===== src/rtl/core/ooc_pkg.sv =====
// Shared types and constants for the obstacle overtake controller.
package ooc_pkg;

	// Configuration port geometry
	localparam int CFG_IDX_W  = 3;
	localparam int CFG_DATA_W = 8;
	localparam int SPEED_W    = 4;

	// Register indexes on the configuration port
	typedef enum logic [CFG_IDX_W-1:0] {
		REG_CRUISE_SPEED      = 3'd0,
		REG_APPROACH_SPEED    = 3'd1,
		REG_COLLIDE_SCALE     = 3'd2,
		REG_SIDE_NEAR_LOW     = 3'd3,
		REG_SIDE_NEAR_HIGH    = 3'd4,
		REG_FRONT_CLEAR_LIMIT = 3'd5,
		REG_REAR_CLEAR_LOW    = 3'd6,
		REG_REAR_CLEAR_HIGH   = 3'd7
	} reg_idx_t;

	// Register reset values
	localparam logic [SPEED_W-1:0]    RST_CRUISE_SPEED      = 4'd6;
	localparam logic [SPEED_W-1:0]    RST_APPROACH_SPEED    = 4'd3;
	localparam logic [CFG_DATA_W-1:0] RST_COLLIDE_SCALE     = 8'd100;
	localparam logic [CFG_DATA_W-1:0] RST_SIDE_NEAR_LOW     = 8'd6;
	localparam logic [CFG_DATA_W-1:0] RST_SIDE_NEAR_HIGH    = 8'd20;
	localparam logic [CFG_DATA_W-1:0] RST_FRONT_CLEAR_LIMIT = 8'd3;
	localparam logic [CFG_DATA_W-1:0] RST_REAR_CLEAR_LOW    = 8'd4;
	localparam logic [CFG_DATA_W-1:0] RST_REAR_CLEAR_HIGH   = 8'd25;

	// Controller flags carried from one tick to the next
	typedef struct packed {
		logic obstacle;
		logic side_seen;
		logic beside;
		logic pass_done;
		logic left;
		logic right;
	} ctrl_flags_t;

endpackage


===== src/rtl/core/ooc_if.sv =====
// Valid/ready channel interfaces for sensor ticks and controller results.
interface ooc_in_if #(
	parameter int SAMPLE_BITS = 12
) ();
	logic                          valid;
	logic                          ready;
	logic signed [SAMPLE_BITS-1:0] front_distance;
	logic signed [SAMPLE_BITS-1:0] front_side_distance;
	logic signed [SAMPLE_BITS-1:0] rear_side_distance;
	logic signed [SAMPLE_BITS-1:0] rear_distance;

	modport source (output valid, front_distance, front_side_distance,
		rear_side_distance, rear_distance, input ready);
	modport sink (input valid, front_distance, front_side_distance,
		rear_side_distance, rear_distance, output ready);
endinterface

interface ooc_out_if import ooc_pkg::*; ();
	logic               valid;
	logic               ready;
	logic               obstacle_active;
	logic               left_blink;
	logic               right_blink;
	logic [SPEED_W-1:0] drive_speed;
	logic               passing_now;

	modport source (output valid, obstacle_active, left_blink, right_blink,
		drive_speed, passing_now, input ready);
	modport sink (input valid, obstacle_active, left_blink, right_blink,
		drive_speed, passing_now, output ready);
endinterface


===== src/rtl/core/obstacle_overtake_controller.sv =====
// Obstacle overtake controller: windowed distance sums and overtake sequencing.
//
//   channel   dir   handshake       payload
//   sample    in    valid/ready     four signed distance readings
//   result    out   valid/ready     obstacle, blinkers, speed, beside
//   cfg       in    cfg_we          cfg_index, cfg_data (write only)
//
// One tick is accepted per clock while the result is not stalled; a tick passes
// through the input register, then the window update and flag logic into the result register.
// Each window is a shift line with a running sum, so one add/subtract per
// channel and one 8x4 multiply for the collision threshold set the path.
// Reset clears windows-primed, flags and valids; speed returns to 6.
// A stalled result holds the input stage, which then drops sample.ready.
module obstacle_overtake_controller import ooc_pkg::*; #(
	parameter int WINDOW      = 5,
	parameter int SAMPLE_BITS = 12
) (
	input  logic                  clk,
	input  logic                  arst_n,
	ooc_in_if.sink                sample,
	ooc_out_if.source             result,
	input  logic                  cfg_we,
	input  logic [CFG_IDX_W-1:0]  cfg_index,
	input  logic [CFG_DATA_W-1:0] cfg_data
);

	localparam int CH     = 4;
	localparam int SUM_W  = SAMPLE_BITS + $clog2(WINDOW);
	localparam int LIM_W  = CFG_DATA_W + $clog2(WINDOW + 1);
	localparam int TH_W   = CFG_DATA_W + SPEED_W + $clog2(WINDOW + 1);
	localparam int MAG_W  = (SUM_W > LIM_W) ? SUM_W : LIM_W;
	localparam int CMP_W  = ((SUM_W > TH_W) ? SUM_W : TH_W) + 1;
	localparam logic signed [SUM_W-1:0] WIN_S = SUM_W'(WINDOW);

	// Configuration registers
	logic [SPEED_W-1:0]    cruise_q, approach_q;
	logic [CFG_DATA_W-1:0] collide_q, side_lo_q, side_hi_q, front_clr_q;
	logic [CFG_DATA_W-1:0] rear_lo_q, rear_hi_q;

	always_ff @(posedge clk or negedge arst_n) begin
		if (!arst_n) begin
			cruise_q    <= RST_CRUISE_SPEED;
			approach_q  <= RST_APPROACH_SPEED;
			collide_q   <= RST_COLLIDE_SCALE;
			side_lo_q   <= RST_SIDE_NEAR_LOW;
			side_hi_q   <= RST_SIDE_NEAR_HIGH;
			front_clr_q <= RST_FRONT_CLEAR_LIMIT;
			rear_lo_q   <= RST_REAR_CLEAR_LOW;
			rear_hi_q   <= RST_REAR_CLEAR_HIGH;
		end else if (cfg_we) begin
			unique case (reg_idx_t'(cfg_index))
				REG_CRUISE_SPEED:      cruise_q    <= cfg_data[SPEED_W-1:0];
				REG_APPROACH_SPEED:    approach_q  <= cfg_data[SPEED_W-1:0];
				REG_COLLIDE_SCALE:     collide_q   <= cfg_data;
				REG_SIDE_NEAR_LOW:     side_lo_q   <= cfg_data;
				REG_SIDE_NEAR_HIGH:    side_hi_q   <= cfg_data;
				REG_FRONT_CLEAR_LIMIT: front_clr_q <= cfg_data;
				REG_REAR_CLEAR_LOW:    rear_lo_q   <= cfg_data;
				REG_REAR_CLEAR_HIGH:   rear_hi_q   <= cfg_data;
				default: ;
			endcase
		end
	end

	// Input stage
	logic                          valid_s1;
	logic signed [SAMPLE_BITS-1:0] samp_s1 [CH];
	logic                          res_valid_q;
	logic                          adv;

	assign adv          = valid_s1 && (!res_valid_q || result.ready);
	assign sample.ready = !valid_s1 || adv;

	always_ff @(posedge clk or negedge arst_n) begin
		if (!arst_n) begin
			valid_s1 <= 1'b0;
		end else if (sample.ready) begin
			valid_s1 <= sample.valid;
		end
	end

	always_ff @(posedge clk) begin
		if (sample.valid && sample.ready) begin
			samp_s1[0] <= sample.front_distance;
			samp_s1[1] <= sample.front_side_distance;
			samp_s1[2] <= sample.rear_side_distance;
			samp_s1[3] <= sample.rear_distance;
		end
	end

	// Sliding windows: a shift line per channel plus a running sum
	logic signed [SAMPLE_BITS-1:0] win_q [CH][WINDOW];
	logic signed [SUM_W-1:0]       sum_q [CH];
	logic signed [SUM_W-1:0]       sum_nx [CH];
	logic [SUM_W-1:0]              mag [CH];
	logic                          primed_q;

	always_comb begin
		for (int c = 0; c < CH; c++) begin
			if (primed_q) begin
				sum_nx[c] = sum_q[c] - SUM_W'(win_q[c][WINDOW-1]) + SUM_W'(samp_s1[c]);
			end else begin
				sum_nx[c] = SUM_W'(samp_s1[c]) * WIN_S;
			end
			mag[c] = sum_nx[c][SUM_W-1] ? SUM_W'(-sum_nx[c]) : SUM_W'(sum_nx[c]);
		end
	end

	always_ff @(posedge clk or negedge arst_n) begin
		if (!arst_n) begin
			primed_q <= 1'b0;
		end else if (adv) begin
			primed_q <= 1'b1;
		end
	end

	always_ff @(posedge clk) begin
		if (adv) begin
			for (int c = 0; c < CH; c++) begin
				sum_q[c] <= sum_nx[c];
				for (int k = 0; k < WINDOW; k++) begin
					if (!primed_q || k == 0) begin
						win_q[c][k] <= samp_s1[c];
					end else begin
						win_q[c][k] <= win_q[c][k-1];
					end
				end
			end
		end
	end

	// Window thresholds (limit times WINDOW, no division)
	logic [MAG_W-1:0]        side_lo_w, side_hi_w, front_clr_w, rear_lo_w, rear_hi_w;
	logic [MAG_W-1:0]        fr_m, rr_m, rear_m;
	logic [TH_W-1:0]         collide_th;
	logic signed [CMP_W-1:0] front_x, collide_x;
	logic                    detect, fr_near, rr_near, fr_clear, rear_clear;
	logic [SPEED_W-1:0]      speed_q, speed_nx;

	assign side_lo_w   = MAG_W'(LIM_W'(side_lo_q) * LIM_W'(WINDOW));
	assign side_hi_w   = MAG_W'(LIM_W'(side_hi_q) * LIM_W'(WINDOW));
	assign front_clr_w = MAG_W'(LIM_W'(front_clr_q) * LIM_W'(WINDOW));
	assign rear_lo_w   = MAG_W'(LIM_W'(rear_lo_q) * LIM_W'(WINDOW));
	assign rear_hi_w   = MAG_W'(LIM_W'(rear_hi_q) * LIM_W'(WINDOW));
	assign fr_m        = MAG_W'(mag[1]);
	assign rr_m        = MAG_W'(mag[2]);
	assign rear_m      = MAG_W'(mag[3]);

	assign collide_th = TH_W'(collide_q) * TH_W'(speed_q) * TH_W'(WINDOW);
	assign front_x    = CMP_W'(sum_nx[0]);
	assign collide_x  = $signed(CMP_W'(collide_th));

	assign detect     = (speed_q != '0) && (front_x < collide_x);
	assign fr_near    = (fr_m > side_lo_w) && (fr_m < side_hi_w);
	assign rr_near    = (rr_m > side_lo_w) && (rr_m < side_hi_w);
	assign fr_clear   = fr_m < front_clr_w;
	assign rear_clear = (rear_m > rear_lo_w) && (rear_m < rear_hi_w);

	// Overtake sequencing
	ctrl_flags_t        flg_q, flg_nx;

	always_comb begin
		flg_nx   = flg_q;
		speed_nx = speed_q;
		if (detect && !flg_q.obstacle) begin
			flg_nx.obstacle = 1'b1;
			flg_nx.left     = 1'b0;
			flg_nx.right    = 1'b0;
			speed_nx        = '0;
		end else if (flg_q.obstacle) begin
			speed_nx    = approach_q;
			flg_nx.left = 1'b1;
			if (fr_near) begin
				flg_nx.side_seen = 1'b1;
			end
			if (rr_near && !flg_nx.beside && flg_nx.side_seen) begin
				flg_nx.left   = 1'b0;
				flg_nx.beside = 1'b1;
			end
			if (fr_clear && flg_nx.beside) begin
				flg_nx.right     = 1'b1;
				flg_nx.pass_done = 1'b1;
				speed_nx         = cruise_q;
			end
			if (flg_nx.pass_done) begin
				flg_nx.obstacle = 1'b0;
				flg_nx.beside   = 1'b0;
			end
			if (rear_clear) begin
				flg_nx.right = 1'b0;
			end
		end
	end

	always_ff @(posedge clk or negedge arst_n) begin
		if (!arst_n) begin
			flg_q   <= '0;
			speed_q <= RST_CRUISE_SPEED;
		end else if (adv) begin
			flg_q   <= flg_nx;
			speed_q <= speed_nx;
		end
	end

	// Result register
	always_ff @(posedge clk or negedge arst_n) begin
		if (!arst_n) begin
			res_valid_q <= 1'b0;
		end else if (!res_valid_q || result.ready) begin
			res_valid_q <= valid_s1;
		end
	end

	always_ff @(posedge clk) begin
		if (adv) begin
			result.obstacle_active <= flg_nx.obstacle;
			result.left_blink      <= flg_nx.left;
			result.right_blink     <= flg_nx.right;
			result.drive_speed     <= speed_nx;
			result.passing_now     <= flg_nx.beside;
		end
	end

	assign result.valid = res_valid_q;

	// Checks
	a_beside_needs_seen: assert property (@(posedge clk) disable iff (!arst_n)
		flg_q.beside |-> flg_q.side_seen)
		else $error("beside flag set without side seen");

	a_right_needs_pass: assert property (@(posedge clk) disable iff (!arst_n)
		flg_q.right |-> flg_q.pass_done)
		else $error("right blinker set before pass completed");

	a_accept_loads_stage: assert property (@(posedge clk) disable iff (!arst_n)
		sample.valid && sample.ready |=> valid_s1)
		else $error("accepted transaction did not reach input stage");

	a_primed_after_adv: assert property (@(posedge clk) disable iff (!arst_n)
		adv |=> primed_q)
		else $error("windows not primed after first tick");

endmodule


===== src/flat_wrapper.sv =====
// flat-port wrapper written by rule: the top's interface ports become plain ports
module obstacle_overtake_controller_flat import ooc_pkg::*;
#(
	parameter int WINDOW      = 5,
	parameter int SAMPLE_BITS = 12
)
  (clk, arst_n, cfg_we, cfg_index, cfg_data, sample_valid, sample_front_distance, sample_front_side_distance, sample_rear_side_distance, sample_rear_distance, sample_ready, result_valid, result_obstacle_active, result_left_blink, result_right_blink, result_drive_speed, result_passing_now, result_ready);
  ooc_in_if #(.SAMPLE_BITS(SAMPLE_BITS)) sample_i ();
  ooc_out_if result_i ();
  input  logic clk;
  input  logic arst_n;
  input  logic cfg_we;
  input  logic [CFG_IDX_W-1:0] cfg_index;
  input  logic [CFG_DATA_W-1:0] cfg_data;
  input wire logic [$bits(sample_i.valid)-1:0] sample_valid;
  input wire logic [$bits(sample_i.front_distance)-1:0] sample_front_distance;
  input wire logic [$bits(sample_i.front_side_distance)-1:0] sample_front_side_distance;
  input wire logic [$bits(sample_i.rear_side_distance)-1:0] sample_rear_side_distance;
  input wire logic [$bits(sample_i.rear_distance)-1:0] sample_rear_distance;
  output wire logic [$bits(sample_i.ready)-1:0] sample_ready;
  output wire logic [$bits(result_i.valid)-1:0] result_valid;
  output wire logic [$bits(result_i.obstacle_active)-1:0] result_obstacle_active;
  output wire logic [$bits(result_i.left_blink)-1:0] result_left_blink;
  output wire logic [$bits(result_i.right_blink)-1:0] result_right_blink;
  output wire logic [$bits(result_i.drive_speed)-1:0] result_drive_speed;
  output wire logic [$bits(result_i.passing_now)-1:0] result_passing_now;
  input wire logic [$bits(result_i.ready)-1:0] result_ready;
  assign sample_i.valid = sample_valid;
  assign sample_i.front_distance = sample_front_distance;
  assign sample_i.front_side_distance = sample_front_side_distance;
  assign sample_i.rear_side_distance = sample_rear_side_distance;
  assign sample_i.rear_distance = sample_rear_distance;
  assign sample_ready = sample_i.ready;
  assign result_valid = result_i.valid;
  assign result_obstacle_active = result_i.obstacle_active;
  assign result_left_blink = result_i.left_blink;
  assign result_right_blink = result_i.right_blink;
  assign result_drive_speed = result_i.drive_speed;
  assign result_passing_now = result_i.passing_now;
  assign result_i.ready = result_ready;
  obstacle_overtake_controller #(.WINDOW(WINDOW), .SAMPLE_BITS(SAMPLE_BITS)) u_core (.clk(clk), .arst_n(arst_n), .sample(sample_i), .result(result_i), .cfg_we(cfg_we), .cfg_index(cfg_index), .cfg_data(cfg_data));
endmodule

===== config.mk =====
export PLATFORM = sky130hd
export DESIGN_NAME = obstacle_overtake_controller_flat
export DESIGN_NICKNAME = d
export VERILOG_FILES = /design/src/rtl/core/ooc_pkg.sv /design/src/rtl/core/ooc_if.sv /design/src/rtl/core/obstacle_overtake_controller.sv /design/src/flat_wrapper.sv
export SDC_FILE = /design/constraint.sdc
export NUM_CORES = 1
export LEC_CHECK = 0
export BUFFER_PORTS_ARGS = -buffer_cell sky130_fd_sc_hd__buf_2
export CAP_MARGIN = 25
export CORE_UTILIZATION = 60
export CTS_BUF_LIST = sky130_fd_sc_hd__clkbuf_16
export DETAILED_ROUTE_END_ITERATION = 10
export GPL_TIMING_DRIVEN = 0
export PLACE_DENSITY = 0.82
export SLEW_MARGIN = 15
export SYNTH_ARGS = -nofsm -noshare
export SYNTH_HDL_FRONTEND = slang
export SYNTH_SLANG_ARGS = --single-unit

===== constraint.sdc =====
create_clock -name clk -period 8.8 [get_ports clk]
set_clock_uncertainty 0.05 [all_clocks]
set_input_delay 0.88 -clock clk [delete_from_list [all_inputs] [get_ports clk]]
set_output_delay 0.88 -clock clk [all_outputs]
set_load 0.005 [all_outputs]

==> flow_metrics.env <==
export IMPL_status="completed"
export IMPL_cts_max_level=2
export IMPL_viasPerCell=5.98
export IMPL_track_usage_pct=28.2
export IMPL_cpPeakStageDelay_ns=0.76
export IMPL_floorplan_rows=79
export IMPL_drv_cap=0
export IMPL_crit_chain="buf_2 -> inv_1 -> clkbuf_1 -> clkbuf_1 -> buf_1 -> clkbuf_1 -> a21boi_0 -> inv_1 -> ha_1 -> nand4_1 -> nor2_1 -> a31oi_1 -> xor2_1 -> ha_1 -> nand4_1 -> nor2_1 -> nor4_1 -> o311ai_0 -> a21oi_1 -> a21oi_1 -> o31ai_1 -> nand4_1 -> a31oi_1"
export IMPL_hp_class="in -> async"
export IMPL_yosysWarnings=0
export IMPL_seqCellArea_um2=12400
export IMPL_grt_antenna_before_repair=0
export IMPL_worst_slew_pin_slew_ns=1.01
export IMPL_clock_latency_ns=0.60
export IMPL_num_vias=21360
export IMPL_critPathBufInv=7
export IMPL_synth_nets=3276
export IMPL_cp_required_ns=9.17
export IMPL_port_buffers=69
export IMPL_first_pass_iters=6
export IMPL_grt_start_max_net_pins=101
export IMPL_grt_overflow_total=0
export IMPL_drt_wirelength_per_cell_um=19.1
export IMPL_cp_end_kind="flop"
export IMPL_arrival_ns=8.38
export IMPL_drt_initial_drc_count=1743
export IMPL_cts_resized=0
export IMPL_synthArstFlopShare_pct=16.2
export IMPL_wl_um=68100
export IMPL_cts_inserted_buffers=48
export IMPL_core_um2=47000
export IMPL_synth_top_area_share_pct=37.1
export IMPL_start_kind="flop"
export IMPL_start_util_pct=61.3
export IMPL_cp_top_family="buffers and inverters"
export IMPL_finalHoldViolations=0
export IMPL_synth_edf_count=356
export IMPL_ys_ff_latch=425
export IMPL_final_cell_mix="nand2_1 (523), inv_1 (359), edfxtp_1 (356), ha_1 (329), a21oi_1 (131)"
export IMPL_netlist_area_um2=28800
export IMPL_tritoncts="done"
export IMPL_cts_path_max_buffers=3
export IMPL_slowest_stage="o31ai_1"
export IMPL_crit_type="reg -> reg"
export IMPL_dp_slack_ns=0.969
export IMPL_setup_violations=0
export IMPL_synth_ff_type="edfxtp_1"
export IMPL_grt_pass1_vias=21236
export IMPL_setup_slack_ns=0.783
export IMPL_syn_inst=2805
export IMPL_post_route_min_period_ns=8.02
export IMPL_path_max_fanout=10
export IMPL_ant_nets=0
export IMPL_relSlewSlack_pct=33.0
export IMPL_diodes=0
export IMPL_dp_hpwl_um=50500
export IMPL_postLayoutCoreUtil_pct=67.4
export IMPL_multi_input_area_um2=14800
export IMPL_slew_viol_final=0
export IMPL_yosysTopAreaCell="edfxtp_1"
export IMPL_cts_sinks=425
export IMPL_route_detailed_drc=0
export IMPL_place_area_um2=30000
export IMPL_fp_dieW_um=221
export IMPL_fillers=3447
export IMPL_fmaxAchievable_mhz=125
export IMPL_yosys_top_cells_area="edfxtp_1 (37%), ha_1 (14%), nand2_1 (6.8%)"
export IMPL_die_h_um=221
export IMPL_postCtsSetupBuffers=0
export IMPL_synthDistinctLibCells=79
export IMPL_synthToLayoutAreaGrowth_pct=9.94
export IMPL_cts_hold_buf=0
export IMPL_avgSynthCellArea_um2=10.3
export IMPL_cts_root_buf="clkbuf_16"
export IMPL_final_common_cell="nand2_1"
export IMPL_period_share_pct=91.1
export IMPL_grt_pass1_wl_um=110000
export IMPL_pin_count=74
export IMPL_drive_gt1_share_pct=8.86
export IMPL_routabilityCongestion=0.953
export IMPL_path_clk_slew_ns=0.06
export IMPL_yosysSeqAreaShare_pct=43.2
export IMPL_rsz0062_at_grt="false"
export IMPL_stdcell_area_um2=31600
export IMPL_final_nets=3400
export IMPL_die_area_um2=48800
## kinds of logic (layout without fill, tap and decap cells)
group,count (synthesis),in the layout,synth area share [%]
buf+inv,417,579,5.52
compound gates,494,494,11.5
xor+xnor,133,133,4.05
flops,425,425,43.2
simple gates,854,854,13.2
mux,75,75,2.88
fa+ha+maj,407,407,19.7
## state kept, by name, summed over array words and instances (netlist names), 6 cells and up
signal              count
u_core.sum_q           60
u_core.samp_s1         48
u_core.rear_hi_q        8
u_core.side_hi_q        8
u_core.collide_q        8
u_core.side_lo_q        8
u_core.flg_q            6
u_core.win_q          240
u_core.rear_lo_q        8
u_core.front_clr_q      8
## layer usage
layer / routed length, µm / part of all wire (%) / global-route usage [%]
met5: 0 / 0 / 0
met4: 1890 / 2.8 / 8.98
met3: 4240 / 6.2 / 3.64
met2: 32800 / 48 / 48.0
met1: 29200 / 43 / 37.6
## synthesized netlist by cell type, drive strengths merged (20+ instances only)
master  instances
nor2           98
xor2           53
o21bai         20
fa             78
o21a           29
mux2           63
ha            329
nand4          25
nor3           34
a211oi         25
nand3          28
dfrtp          50
nand2         523
edfxtp        356
xnor2          80
clkbuf         53
a21o           51
o211ai         20
a31oi          26
o21ai          84
a21oi         131
inv           350
nor2b          27
and2           34
## area by class of cell
type | count | area share (%)
buffer | 67 | 0.878
clock buffer | 49 | 3.87
clock inverter | 39 | 1.18
inverter | 350 | 4.18
multi-input combinational | 1963 | 46.7
sequential | 425 | 39.3
tap | 607 | 2.40
timing repair buffer | 74 | 1.51
## worst paths after layout
path                       depth (start not counted)                           end  slack (ns)                          start
setup / recovery                                  23  u_core.result.drive_speed[0]        0.78                u_core.primed_q
hold / removal                                     1           u_core.collide_q[3]        0.15                         arst_n
setup reg to reg                                  23  u_core.result.drive_speed[0]        0.78                u_core.primed_q
hold reg to reg                                    1               u_core.flg_q[0]        0.44                u_core.flg_q[0]
max in group asynchronous                          2           u_core.side_lo_q[2]        7.93                         arst_n
min in group clk                                   1          u_core.samp_s1[1][8]        0.40  sample_front_side_distance[8]
## through the flow
stage	hold WS [ns]	TNS, ns	std cells
after floorplan	0.407	0	2805
after global placement	0.423	-0.0730	3481
after detailed placement	0.437	0	3486
after CTS	0.130	0	3574
after global routing	0.156	0	3574
final	0.147	0	3574
Power is not shown: default switching activity piles up to over one toggle a cycle in this logic, so the estimate is an artifact.
